--- src/srdt_pkg.sv ---
`timescale 1ns / 1ps
`default_nettype none

package srdt_pkg;

   // Request function codes
   localparam logic [1:0] FUNC_START    = 2'd0;
   localparam logic [1:0] FUNC_REPORT   = 2'd1;
   localparam logic [1:0] FUNC_COMPLETE = 2'd2;
   localparam logic [1:0] FUNC_READOUT  = 2'd3;

   // Fixed field widths
   localparam int unsigned ADDR_BYTES = 6;
   localparam int unsigned ADDR_W     = 8 * ADDR_BYTES;
   localparam int unsigned LIMIT_W    = 7;
   localparam int unsigned RANK_W     = 6;

   // One request transfer
   typedef struct packed {
      logic [1:0]        func;
      logic [ADDR_W-1:0] adv_address;
      logic [1:0]        adv_address_type;
      logic signed [7:0] adv_rssi;
      logic [LIMIT_W-1:0] limit;
   } srdt_req_type;

   // One table entry, address held in MAC order
   typedef struct packed {
      logic [ADDR_W-1:0] addr;
      logic [1:0]        atype;
      logic signed [7:0] rssi;
   } srdt_entry_type;

   // One response transfer
   typedef struct packed {
      logic [ADDR_W-1:0] dev_address;
      logic [1:0]        dev_address_type;
      logic signed [7:0] dev_rssi;
      logic [RANK_W-1:0] rank;
      logic              has_entry;
      logic              round_done;
      logic              last;
   } srdt_result_type;

endpackage

`default_nettype wire

--- src/srdt_req_if.sv ---
`timescale 1ns / 1ps
`default_nettype none

interface srdt_req_if;
   logic                              valid;
   logic                              ready;
   logic [1:0]                        func;
   logic [srdt_pkg::ADDR_W-1:0]       adv_address;
   logic [1:0]                        adv_address_type;
   logic signed [7:0]                 adv_rssi;
   logic [srdt_pkg::LIMIT_W-1:0]      limit;

   modport source (output valid, func, adv_address, adv_address_type, adv_rssi, limit,
                   input ready);
   modport sink (input valid, func, adv_address, adv_address_type, adv_rssi, limit,
                 output ready);
endinterface

`default_nettype wire

--- src/srdt_rsp_if.sv ---
`timescale 1ns / 1ps
`default_nettype none

interface srdt_rsp_if;
   logic                              valid;
   logic                              ready;
   logic [srdt_pkg::ADDR_W-1:0]       dev_address;
   logic [1:0]                        dev_address_type;
   logic signed [7:0]                 dev_rssi;
   logic [srdt_pkg::RANK_W-1:0]       rank;
   logic                              has_entry;
   logic                              round_done;
   logic                              last;

   modport source (output valid, dev_address, dev_address_type, dev_rssi, rank,
                   has_entry, round_done, last, input ready);
   modport sink (input valid, dev_address, dev_address_type, dev_rssi, rank,
                 has_entry, round_done, last, output ready);
endinterface

`default_nettype wire

--- src/srdt_table_ram.sv ---
`timescale 1ns / 1ps
`default_nettype none

module srdt_table_ram #(
   parameter int unsigned DEPTH = 64,
   localparam int unsigned IDX_W = $clog2(DEPTH)
) (
   input  wire logic                     clock,
   input  wire logic                     wr_en,
   input  wire logic [IDX_W-1:0]         wr_addr,
   input  wire srdt_pkg::srdt_entry_type wr_data,
   input  wire logic [IDX_W-1:0]         rd_addr,
   output srdt_pkg::srdt_entry_type      rd_data
);

   srdt_pkg::srdt_entry_type mem [DEPTH];
   srdt_pkg::srdt_entry_type rd_data_ff;

   // Write port
   always_ff @(posedge clock) begin
      if (wr_en) begin
         mem[wr_addr] <= wr_data;
      end
   end

   // Registered read port, old data on a same-address write
   always_ff @(posedge clock) begin
      rd_data_ff <= mem[rd_addr];
   end

   assign rd_data = rd_data_ff;

endmodule

`default_nettype wire

--- src/srdt_ctrl.sv ---
`timescale 1ns / 1ps
`default_nettype none

module srdt_ctrl #(
   parameter int unsigned TABLE_DEPTH = 64,
   localparam int unsigned IDX_W = $clog2(TABLE_DEPTH),
   localparam int unsigned CNT_W = $clog2(TABLE_DEPTH + 1)
) (
   input  wire logic                      clock,
   input  wire logic                      reset,
   // request side
   input  wire logic                      req_valid,
   input  wire srdt_pkg::srdt_req_type    req_data,
   output logic                           req_ready,
   // result side
   input  wire logic                      slot_free,
   output logic                           res_load,
   output srdt_pkg::srdt_result_type      res_data,
   // table memory
   output logic                           wr_en,
   output logic [IDX_W-1:0]               wr_addr,
   output srdt_pkg::srdt_entry_type       wr_data,
   output logic [IDX_W-1:0]               rd_addr,
   input  wire srdt_pkg::srdt_entry_type  rd_data
);

   localparam int unsigned NUM_W = (CNT_W > srdt_pkg::LIMIT_W) ? CNT_W : srdt_pkg::LIMIT_W;
   localparam int unsigned RANK_W = srdt_pkg::RANK_W;

   localparam logic [3:0] S_IDLE     = 4'd0;
   localparam logic [3:0] S_SRCH     = 4'd1;
   localparam logic [3:0] S_KEY      = 4'd2;
   localparam logic [3:0] S_KEYW     = 4'd3;
   localparam logic [3:0] S_CMP      = 4'd4;
   localparam logic [3:0] S_PUT      = 4'd5;
   localparam logic [3:0] S_EMIT_RD  = 4'd6;
   localparam logic [3:0] S_EMIT_OUT = 4'd7;
   localparam logic [3:0] S_EMPTY    = 4'd8;

   function automatic logic [srdt_pkg::ADDR_W-1:0] rev_bytes(
      input logic [srdt_pkg::ADDR_W-1:0] a);
      logic [srdt_pkg::ADDR_W-1:0] r;
      r = '0;
      for (int k = 0; k < srdt_pkg::ADDR_BYTES; k++) begin
         r[8*(srdt_pkg::ADDR_BYTES-1-k) +: 8] = a[8*k +: 8];
      end
      return r;
   endfunction

   logic [3:0]               state_ff, state_in;
   logic [CNT_W-1:0]         count_ff, count_in;
   logic                     armed_ff, armed_in;
   logic                     done_ff, done_in;
   srdt_pkg::srdt_entry_type key_ff, key_in;
   logic [IDX_W-1:0]         issue_ff, issue_in;
   logic [IDX_W-1:0]         check_ff, check_in;
   logic                     chk_valid_ff, chk_valid_in;
   logic [IDX_W-1:0]         i_ff, i_in;
   logic [IDX_W-1:0]         j_ff, j_in;
   logic [IDX_W-1:0]         k_ff, k_in;
   logic [CNT_W-1:0]         n_ff, n_in;

   srdt_pkg::srdt_entry_type req_entry;
   logic [NUM_W-1:0]         cnt_wide;
   logic [NUM_W-1:0]         lim_wide;
   logic [CNT_W-1:0]         n_req;
   logic                     shift;
   logic                     sort_end;
   logic                     emit_last;
   logic                     search_end;
   logic [RANK_W+IDX_W-1:0]  rank_ext;

   // Decode the incoming report and the readout length
   assign req_entry.addr  = rev_bytes(req_data.adv_address);
   assign req_entry.atype = req_data.adv_address_type;
   assign req_entry.rssi  = req_data.adv_rssi;
   assign cnt_wide  = NUM_W'(count_ff);
   assign lim_wide  = NUM_W'(req_data.limit);
   assign n_req     = (cnt_wide < lim_wide) ? count_ff : CNT_W'(lim_wide);

   // Loop end flags
   assign shift      = (rd_data.rssi < key_ff.rssi);
   assign sort_end   = ((CNT_W'(i_ff) + CNT_W'(1)) == count_ff);
   assign emit_last  = ((CNT_W'(k_ff) + CNT_W'(1)) == n_ff);
   assign search_end = ((CNT_W'(check_ff) + CNT_W'(1)) == count_ff);
   assign rank_ext   = {{RANK_W{1'b0}}, k_ff};

   assign req_ready = (state_ff == S_IDLE);

   // Result payload
   always_comb begin
      res_data = '0;
      res_data.round_done = done_ff;
      res_data.last = 1'b1;
      if (state_ff != S_EMPTY) begin
         res_data.dev_address      = rd_data.addr;
         res_data.dev_address_type = rd_data.atype;
         res_data.dev_rssi         = rd_data.rssi;
         res_data.rank             = rank_ext[RANK_W-1:0];
         res_data.has_entry        = 1'b1;
         res_data.last             = emit_last;
      end
   end

   // Read address select
   always_comb begin
      unique case (state_ff)
         S_SRCH:                rd_addr = issue_ff;
         S_KEY:                 rd_addr = i_ff;
         S_KEYW:                rd_addr = i_ff - IDX_W'(1);
         S_CMP:                 rd_addr = shift ? (j_ff - IDX_W'(2)) : (i_ff + IDX_W'(1));
         S_PUT:                 rd_addr = i_ff + IDX_W'(1);
         S_EMIT_RD, S_EMIT_OUT: rd_addr = k_ff;
         default:               rd_addr = '0;
      endcase
   end

   // Sequencer
   always_comb begin
      state_in     = state_ff;
      count_in     = count_ff;
      armed_in     = armed_ff;
      done_in      = done_ff;
      key_in       = key_ff;
      issue_in     = issue_ff;
      check_in     = check_ff;
      chk_valid_in = chk_valid_ff;
      i_in         = i_ff;
      j_in         = j_ff;
      k_in         = k_ff;
      n_in         = n_ff;
      wr_en        = 1'b0;
      wr_addr      = '0;
      wr_data      = key_ff;
      res_load     = 1'b0;

      unique case (state_ff)
         S_IDLE: begin
            if (req_valid) begin
               unique case (req_data.func)
                  srdt_pkg::FUNC_START: begin
                     count_in = '0;
                     armed_in = 1'b1;
                  end
                  srdt_pkg::FUNC_REPORT: begin
                     if (armed_ff) begin
                        key_in = req_entry;
                        if (count_ff == '0) begin
                           // empty table: append at once
                           wr_en    = 1'b1;
                           wr_addr  = '0;
                           wr_data  = req_entry;
                           count_in = CNT_W'(1);
                        end else begin
                           issue_in     = '0;
                           chk_valid_in = 1'b0;
                           state_in     = S_SRCH;
                        end
                     end
                  end
                  srdt_pkg::FUNC_COMPLETE: begin
                     armed_in = 1'b0;
                  end
                  srdt_pkg::FUNC_READOUT: begin
                     done_in = !armed_ff;
                     n_in    = n_req;
                     k_in    = '0;
                     if (count_ff >= CNT_W'(2)) begin
                        i_in     = IDX_W'(1);
                        state_in = S_KEY;
                     end else if (n_req == '0) begin
                        state_in = S_EMPTY;
                     end else begin
                        state_in = S_EMIT_RD;
                     end
                  end
                  default: ;
               endcase
            end
         end

         S_SRCH: begin
            // one probe issued and one compared per cycle
            issue_in     = issue_ff + IDX_W'(1);
            check_in     = issue_ff;
            chk_valid_in = 1'b1;
            if (chk_valid_ff) begin
               if (rd_data.addr == key_ff.addr) begin
                  wr_en    = 1'b1;
                  wr_addr  = check_ff;
                  state_in = S_IDLE;
               end else if (search_end) begin
                  if (count_ff < CNT_W'(TABLE_DEPTH)) begin
                     wr_en    = 1'b1;
                     wr_addr  = count_ff[IDX_W-1:0];
                     count_in = count_ff + CNT_W'(1);
                  end
                  state_in = S_IDLE;
               end
            end
         end

         S_KEY: begin
            state_in = S_KEYW;
         end

         S_KEYW: begin
            key_in   = rd_data;
            j_in     = i_ff;
            state_in = S_CMP;
         end

         S_CMP: begin
            wr_en   = 1'b1;
            wr_addr = j_ff;
            if (shift) begin
               // move the weaker entry up one slot
               wr_data = rd_data;
               j_in    = j_ff - IDX_W'(1);
               if (j_ff == IDX_W'(1)) begin
                  state_in = S_PUT;
               end
            end else begin
               wr_data = key_ff;
               if (sort_end) begin
                  state_in = (n_ff == '0) ? S_EMPTY : S_EMIT_RD;
               end else begin
                  i_in     = i_ff + IDX_W'(1);
                  state_in = S_KEYW;
               end
            end
         end

         S_PUT: begin
            wr_en   = 1'b1;
            wr_addr = j_ff;
            wr_data = key_ff;
            if (sort_end) begin
               state_in = (n_ff == '0) ? S_EMPTY : S_EMIT_RD;
            end else begin
               i_in     = i_ff + IDX_W'(1);
               state_in = S_KEYW;
            end
         end

         S_EMIT_RD: begin
            state_in = S_EMIT_OUT;
         end

         S_EMIT_OUT: begin
            if (slot_free) begin
               res_load = 1'b1;
               if (emit_last) begin
                  state_in = S_IDLE;
               end else begin
                  k_in     = k_ff + IDX_W'(1);
                  state_in = S_EMIT_RD;
               end
            end
         end

         S_EMPTY: begin
            if (slot_free) begin
               res_load = 1'b1;
               state_in = S_IDLE;
            end
         end

         default: begin
            state_in = S_IDLE;
         end
      endcase
   end

   // Control state
   always_ff @(posedge clock) begin
      if (reset) begin
         state_ff <= S_IDLE;
         count_ff <= '0;
         armed_ff <= 1'b0;
      end else begin
         state_ff <= state_in;
         count_ff <= count_in;
         armed_ff <= armed_in;
      end
   end

   // Working registers
   always_ff @(posedge clock) begin
      done_ff      <= done_in;
      key_ff       <= key_in;
      issue_ff     <= issue_in;
      check_ff     <= check_in;
      chk_valid_ff <= chk_valid_in;
      i_ff         <= i_in;
      j_ff         <= j_in;
      k_ff         <= k_in;
      n_ff         <= n_in;
   end

endmodule

`default_nettype wire

--- src/scan_result_dedup_table_core.sv ---
`timescale 1ns / 1ps
`default_nettype none

// Duplicate filter for the advertisement reports of one scan round.
// req_chan takes one command per transfer: start (clear table, arm), report
// (look up the byte-reversed address, update or append), complete (disarm)
// and readout. Only a readout produces transfers on rsp_chan: up to 'limit'
// entries in descending RSSI order, the final one flagged last, or a single
// has_entry=0 transfer when nothing is to be delivered.
// Operation:
//   start, complete, report while disarmed or on an empty table: done in the idle state.
//   report: searches the table, one entry compared per cycle.
//   readout: the table is insertion-sorted in place first, loading the first
//   key, then comparing each entry and moving each displaced entry up a slot,
//   then the results are emitted one by one. All steps share the single
//   read port of the table.
// req_chan.ready is high only while no command is in progress.
// A result waits in the output register while rsp_chan.ready is low; the
// next command can be taken meanwhile, and a readout stalls until the
// register frees up.
// Reset clears the entry count, disarms scanning and empties the output
// register; the table contents need no clearing.
module scan_result_dedup_table_core #(
   parameter int unsigned TABLE_DEPTH = 64
) (
   input  wire logic        clock,
   input  wire logic        reset,
   srdt_req_if.sink         req_chan,
   srdt_rsp_if.source       rsp_chan
);

   localparam int unsigned IDX_W = $clog2(TABLE_DEPTH);

   srdt_pkg::srdt_req_type    req_data;
   srdt_pkg::srdt_result_type res_data;
   srdt_pkg::srdt_result_type rsp_data_ff;
   srdt_pkg::srdt_entry_type  wr_data;
   srdt_pkg::srdt_entry_type  rd_data;
   logic                      rsp_valid_ff, rsp_valid_in;
   logic                      req_ready;
   logic                      slot_free;
   logic                      res_load;
   logic                      wr_en;
   logic [IDX_W-1:0]          wr_addr;
   logic [IDX_W-1:0]          rd_addr;

   // Gather request payload
   assign req_data.func             = req_chan.func;
   assign req_data.adv_address      = req_chan.adv_address;
   assign req_data.adv_address_type = req_chan.adv_address_type;
   assign req_data.adv_rssi         = req_chan.adv_rssi;
   assign req_data.limit            = req_chan.limit;
   assign req_chan.ready            = req_ready;

   srdt_ctrl #(.TABLE_DEPTH(TABLE_DEPTH)) u_ctrl (
      .clock     (clock),
      .reset     (reset),
      .req_valid (req_chan.valid),
      .req_data  (req_data),
      .req_ready (req_ready),
      .slot_free (slot_free),
      .res_load  (res_load),
      .res_data  (res_data),
      .wr_en     (wr_en),
      .wr_addr   (wr_addr),
      .wr_data   (wr_data),
      .rd_addr   (rd_addr),
      .rd_data   (rd_data)
   );

   srdt_table_ram #(.DEPTH(TABLE_DEPTH)) u_table (
      .clock   (clock),
      .wr_en   (wr_en),
      .wr_addr (wr_addr),
      .wr_data (wr_data),
      .rd_addr (rd_addr),
      .rd_data (rd_data)
   );

   // Output register: hold until transfer, reload when free
   assign slot_free    = !rsp_valid_ff || rsp_chan.ready;
   assign rsp_valid_in = res_load || (rsp_valid_ff && !rsp_chan.ready);

   always_ff @(posedge clock) begin
      if (reset) begin
         rsp_valid_ff <= 1'b0;
      end else begin
         rsp_valid_ff <= rsp_valid_in;
      end
   end

   always_ff @(posedge clock) begin
      if (res_load) begin
         rsp_data_ff <= res_data;
      end
   end

   assign rsp_chan.valid            = rsp_valid_ff;
   assign rsp_chan.dev_address      = rsp_data_ff.dev_address;
   assign rsp_chan.dev_address_type = rsp_data_ff.dev_address_type;
   assign rsp_chan.dev_rssi         = rsp_data_ff.dev_rssi;
   assign rsp_chan.rank             = rsp_data_ff.rank;
   assign rsp_chan.has_entry        = rsp_data_ff.has_entry;
   assign rsp_chan.round_done       = rsp_data_ff.round_done;
   assign rsp_chan.last             = rsp_data_ff.last;

   // Results are produced only while a readout is in progress
   assert property (@(posedge clock) disable iff (reset) res_load |-> !req_ready)
      else $error("result loaded while idle");

   // Never overwrite a result that has not been transferred
   assert property (@(posedge clock) disable iff (reset)
                    res_load |-> (!rsp_valid_ff || rsp_chan.ready))
      else $error("pending result overwritten");

   // A readout always keeps the block busy on the next cycle
   assert property (@(posedge clock) disable iff (reset)
                    (req_chan.valid && req_ready && req_chan.func == srdt_pkg::FUNC_READOUT)
                    |=> !req_ready)
      else $error("readout did not start");

   // An empty readout is a single, final transfer
   assert property (@(posedge clock) disable iff (reset)
                    (rsp_valid_ff && !rsp_data_ff.has_entry) |-> rsp_data_ff.last)
      else $error("empty result not marked last");

endmodule

`default_nettype wire

--- src/flat_wrapper.sv ---
// flat-port wrapper written by rule: the top's interface ports become plain ports
module scan_result_dedup_table_core_flat 
#(
   parameter int unsigned TABLE_DEPTH = 64
)
  (clock, reset, req_chan_valid, req_chan_func, req_chan_adv_address, req_chan_adv_address_type, req_chan_adv_rssi, req_chan_limit, req_chan_ready, rsp_chan_valid, rsp_chan_dev_address, rsp_chan_dev_address_type, rsp_chan_dev_rssi, rsp_chan_rank, rsp_chan_has_entry, rsp_chan_round_done, rsp_chan_last, rsp_chan_ready);
  srdt_req_if req_chan_i ();
  srdt_rsp_if rsp_chan_i ();
  input  wire logic clock;
  input  wire logic reset;
  input wire logic [$bits(req_chan_i.valid)-1:0] req_chan_valid;
  input wire logic [$bits(req_chan_i.func)-1:0] req_chan_func;
  input wire logic [$bits(req_chan_i.adv_address)-1:0] req_chan_adv_address;
  input wire logic [$bits(req_chan_i.adv_address_type)-1:0] req_chan_adv_address_type;
  input wire logic [$bits(req_chan_i.adv_rssi)-1:0] req_chan_adv_rssi;
  input wire logic [$bits(req_chan_i.limit)-1:0] req_chan_limit;
  output wire logic [$bits(req_chan_i.ready)-1:0] req_chan_ready;
  output wire logic [$bits(rsp_chan_i.valid)-1:0] rsp_chan_valid;
  output wire logic [$bits(rsp_chan_i.dev_address)-1:0] rsp_chan_dev_address;
  output wire logic [$bits(rsp_chan_i.dev_address_type)-1:0] rsp_chan_dev_address_type;
  output wire logic [$bits(rsp_chan_i.dev_rssi)-1:0] rsp_chan_dev_rssi;
  output wire logic [$bits(rsp_chan_i.rank)-1:0] rsp_chan_rank;
  output wire logic [$bits(rsp_chan_i.has_entry)-1:0] rsp_chan_has_entry;
  output wire logic [$bits(rsp_chan_i.round_done)-1:0] rsp_chan_round_done;
  output wire logic [$bits(rsp_chan_i.last)-1:0] rsp_chan_last;
  input wire logic [$bits(rsp_chan_i.ready)-1:0] rsp_chan_ready;
  assign req_chan_i.valid = req_chan_valid;
  assign req_chan_i.func = req_chan_func;
  assign req_chan_i.adv_address = req_chan_adv_address;
  assign req_chan_i.adv_address_type = req_chan_adv_address_type;
  assign req_chan_i.adv_rssi = req_chan_adv_rssi;
  assign req_chan_i.limit = req_chan_limit;
  assign req_chan_ready = req_chan_i.ready;
  assign rsp_chan_valid = rsp_chan_i.valid;
  assign rsp_chan_dev_address = rsp_chan_i.dev_address;
  assign rsp_chan_dev_address_type = rsp_chan_i.dev_address_type;
  assign rsp_chan_dev_rssi = rsp_chan_i.dev_rssi;
  assign rsp_chan_rank = rsp_chan_i.rank;
  assign rsp_chan_has_entry = rsp_chan_i.has_entry;
  assign rsp_chan_round_done = rsp_chan_i.round_done;
  assign rsp_chan_last = rsp_chan_i.last;
  assign rsp_chan_i.ready = rsp_chan_ready;
  scan_result_dedup_table_core #(.TABLE_DEPTH(TABLE_DEPTH)) u_core (.clock(clock), .reset(reset), .req_chan(req_chan_i), .rsp_chan(rsp_chan_i));
endmodule
--- config.mk ---
export PLATFORM = sky130hd
export DESIGN_NAME = scan_result_dedup_table_core_flat
export DESIGN_NICKNAME = d
export VERILOG_FILES = /design/src/srdt_pkg.sv /design/src/srdt_req_if.sv /design/src/srdt_rsp_if.sv /design/src/srdt_table_ram.sv /design/src/srdt_ctrl.sv /design/src/scan_result_dedup_table_core.sv /design/src/flat_wrapper.sv
export SDC_FILE = /design/constraint.sdc
export NUM_CORES = 2
export LEC_CHECK = 0
export ABC_AREA = 1
export BUFFER_PORTS_ARGS = -buffer_cell sky130_fd_sc_hd__clkbuf_2
export CAP_MARGIN = 0
export CORE_ASPECT_RATIO = 1.25
export CORE_MARGIN = 1
export CORE_UTILIZATION = 50
export CTS_BUF_LIST = sky130_fd_sc_hd__clkbuf_4 sky130_fd_sc_hd__clkbuf_8 sky130_fd_sc_hd__clkbuf_16
export DETAILED_ROUTE_END_ITERATION = 8
export HOLD_SLACK_MARGIN = 0.06
export PLACE_DENSITY = 0.65
export SLEW_MARGIN = 0
export SYNTH_ARGS = -nofsm -noshare
export SYNTH_HDL_FRONTEND = slang
export SYNTH_HIERARCHICAL = 1
export SYNTH_SLANG_ARGS = --single-unit
--- constraint.sdc ---
create_clock -name clock -period 9.05 [get_ports clock]
set_input_delay 0.905 -clock clock [delete_from_list [all_inputs] [get_ports clock]]
set_output_delay 0.905 -clock clock [all_outputs]
set_load 0.05 [all_outputs]
==> impl_metrics.json <==
{
  "grt_overflow_total": 0,
  "clockBufferDepth": 4,
  "cts_resized": 0,
  "syn-num-nets": 13652,
  "grtUsageTotal": 0.2761,
  "avgRoutedWirePerCell_um": 25.35,
  "synth.distinct_cells": 46,
  "post_synth.cell_area_avg_um2": 11.84,
  "grt_pass1_wl_mm": 662.1,
  "synth_cells": 13556,
  "portBuffers": 139,
  "place.gp.congestion": 0.8761,
  "drcViolationCount": 0,
  "synth_edf_count": 3876,
  "tightest_slew_ps": 1307,
  "ioPinCount": 140,
  "dieArea_um2": 323300,
  "postCtsSetupRepairBufs": 0,
  "clock_sinks": 3947,
  "drv_cap": 0,
  "min_path_type": "primary input to flip-flop",
  "setup_viol": 0,
  "row_count": 232,
  "vias": 106365,
  "fin_skew_ps": 58.31,
  "cts_htree_levels": 5,
  "syn2layout_area_growth_pct": 10.89,
  "endpoint_kind": "flip-flop",
  "cts_tree": "yes",
  "start_util": 0.5026,
  "hold_viol_final": 0,
  "max_freq_mhz": 162.8,
  "cts_buffers": 364,
  "slew_viol_final": 0,
  "core-area_um2": 319300,
  "dr.pass1.iters": 9,
  "worst_slew_margin_rel": 0.1246,
  "cp_max_fo": 176,
  "hold_buffers": 0,
  "fin_crit_sh": 0.6785,
  "clk_latency_ps": 930,
  "layout-drive-gt1-share": 0.08371,
  "power_density_nw_per_um2": 284.7,
  "drt_wl_total_mm": 455.8,
  "synth_async_sr_flop_share": 0,
  "syn_area_um2": 160500,
  "hpwlAfterDp_mm": 237.1,
  "grt_max_degree": 216,
  "synth_warnings": 6,
  "outcome": "finished clean",
  "fp.dieH_um": 635.4,
  "cp.required_ps": 9840,
  "whs_ps": 269.3,
  "p_leak_nw": 62.86,
  "yosys_register_bits": 3947,
  "postRouteAntennaNets": 0,
  "via_per_inst": 5.915,
  "rsz0062_at_grt": "no",
  "worstSetupPathType": "flip-flop to flip-flop",
  "ys_seq_area_frac": 0.7341,
  "cp.arrival_ps": 6930,
  "layout.nets": 13569,
  "yosys_most_used_dff": "edfxtp_1",
  "die_x_um": 508.7,
  "first_global_vias": 100701,
  "ir_drop_mv": 0.1918,
  "path_clk_slew_ps": 60,
  "antenna_found_initial": 19,
  "layout_min_cycle_time_ps": 6141,
  "drtIter0Drc": 13600,
  "critPathLaunchType": "flip-flop",
  "final.setup.tns_ps": 0,
  "root_buffer": "clkbuf_16"
}
-- synth_stat cells, types with 4 or more instances --
cell,instances,area share
inv_1,196,0.0046
xnor2_1,35,0.0019
nor2_1,202,0.0047
o21ai_1,7,0.00022
nor2_2,9,0.00035
o22ai_1,8,0.00031
o211ai_1,33,0.0015
dfxtp_1,71,0.0089
xor2_1,15,0.00082
edfxtp_1,3876,0.73
o2111ai_1,5,0.00027
nand2_2,9,0.00035
ha_1,25,0.0019
buf_2,583,0.018
nand2_1,4416,0.10
buf_4,9,0.00042
o21ai_0,96,0.0030
o221ai_2,20,0.0019
nor3_1,18,0.00056
a21oi_1,34,0.0011
nand2_4,4,0.00028
nand3_1,3552,0.11
o221ai_1,7,0.00038
nand4_1,14,0.00055
inv_2,11,0.00026
clkbuf_1,166,0.0039
buf_1,103,0.0024
-- final timing paths --
kind	cells after the start	to	slack, ps	startpoint
worst min-delay path	4	u_core/rsp_chan.valid$_SDFF_PP0_	270	rsp_chan_ready
worst max-delay path	21	u_core/u_table/rd_data[27]$_DFF_P_	2910	u_core/u_table/rd_data[2]$_DFF_P_
worst min register to register	2	u_core/rsp_chan.valid$_SDFF_PP0_	490	u_core/rsp_chan.valid$_SDFF_PP0_
worst max register to register	21	u_core/u_table/rd_data[27]$_DFF_P_	2910	u_core/u_table/rd_data[2]$_DFF_P_
-- layout by cell type, fill, tap and decap left out, types with 35 or more instances in the layout --
master,Yosys,routed
nand2_1,4416,4414
edfxtp_1,3876,3876
nand3_1,3552,3552
clkbuf_16,0,377
buf_4,9,231
inv_1,196,195
nor2_1,202,142
clkbuf_2,1,139
o21ai_0,96,96
clkinv_1,2,72
dfxtp_1,71,71
clkinv_2,0,70
clkbuf_4,0,68
nor2_4,2,64
buf_12,0,45
xnor2_1,35,35
-- where the power goes --
group          leakage [nW]  internal (mW)  switching, mW
registers              35.5           22.3          0.218
logic                  21.4           2.87           9.85
clock network          5.92           8.79           6.66
-- through the flow --
stage               total power, mW    util  instances  area (µm²)  setup WS [ps]
floorplan                     30.59       -      13556      160500           2380
global placement              35.20  0.5201      17319      166100           2623
detailed placement            35.34  0.5201      17319      166100           2546
CTS                           50.56  0.5573      17973      177900           3100
global route                  52.38  0.5573      17975      177900           2740
finish                        50.67  0.5573      17981      178000           2909
-- registers in the layout, summed over array words and instances (netlist names), 6 cells and up --
name / flops
u_core/u_table/mem: 3712
u_core/rsp_chan.rank: 6
u_core/u_ctrl/issue_ff: 6
u_core/u_ctrl/cnt_wide: 7
u_core/rsp_chan.dev_address: 48
u_core/u_table/rd_data: 58
u_core/u_ctrl/n_ff: 7
u_core/u_ctrl/key_ff: 58
u_core/u_ctrl/j_ff: 6
u_core/u_ctrl/i_ff: 6
u_core/u_ctrl/k_ff: 6
u_core/rsp_chan.dev_rssi: 8
u_core/u_ctrl/check_ff: 6
-- layer usage --
metal,routed length (µm),global-route usage,vias to the layer above
li1,-,-,47810
met1,176200,0.3704,52151
met2,220700,0.4584,5453
met3,42740,0.04159,943
met4,16020,0.09562,8
met5,81,0,-
-- final cells by class --
| cell class | count | area, µm² |
|---|---|---|
| Multi-Input combinational cell | 8536 | 38820 |
| Fill cell | 25826 | 141300 |
| Timing Repair Buffer | 415 | 3331 |
| Clock inverter | 205 | 1882 |
| Tap cell | 4212 | 5270 |
| Inverter | 209 | 823.3 |
| Antenna cell | 8 | 20.02 |
| Clock buffer | 449 | 10000 |
| Sequential cell | 3947 | 117800 |
-- worst max-delay path, stage by stage (launching register included) --
cell	delay [ps]
dfxtp_1	510
ha_1	290
nand2_1	60
inv_1	40
nand2_1	50
nand2_1	70
nand2_1	90
nand3_1	110
nand2_1	190
nand2_4	410
o211ai_1	440
buf_12	480
buf_4	710
buf_12	600
nand2_1	130
nand3_1	130
nand3_1	90
nand3_1	190
nand3_1	110
nand2_1	260
nand2_1	210
nand2_1	310
-- cell families (layout without fill, tap and decap cells) --
family	count (synthesis)	in the layout	share of synthesized area
xor gates and xnor gates	50	50	0.002729
adders and majority gates	25	25	0.001949
other	0	8	0
buffers and inverters	1073	1278	0.02995
DFF	3947	3947	0.7341
and+or+nand+nor	8238	8238	0.2218
AOI/OAI and AO/OA	223	223	0.009441
No activity file was read; power rests on OpenSTA's default activity.
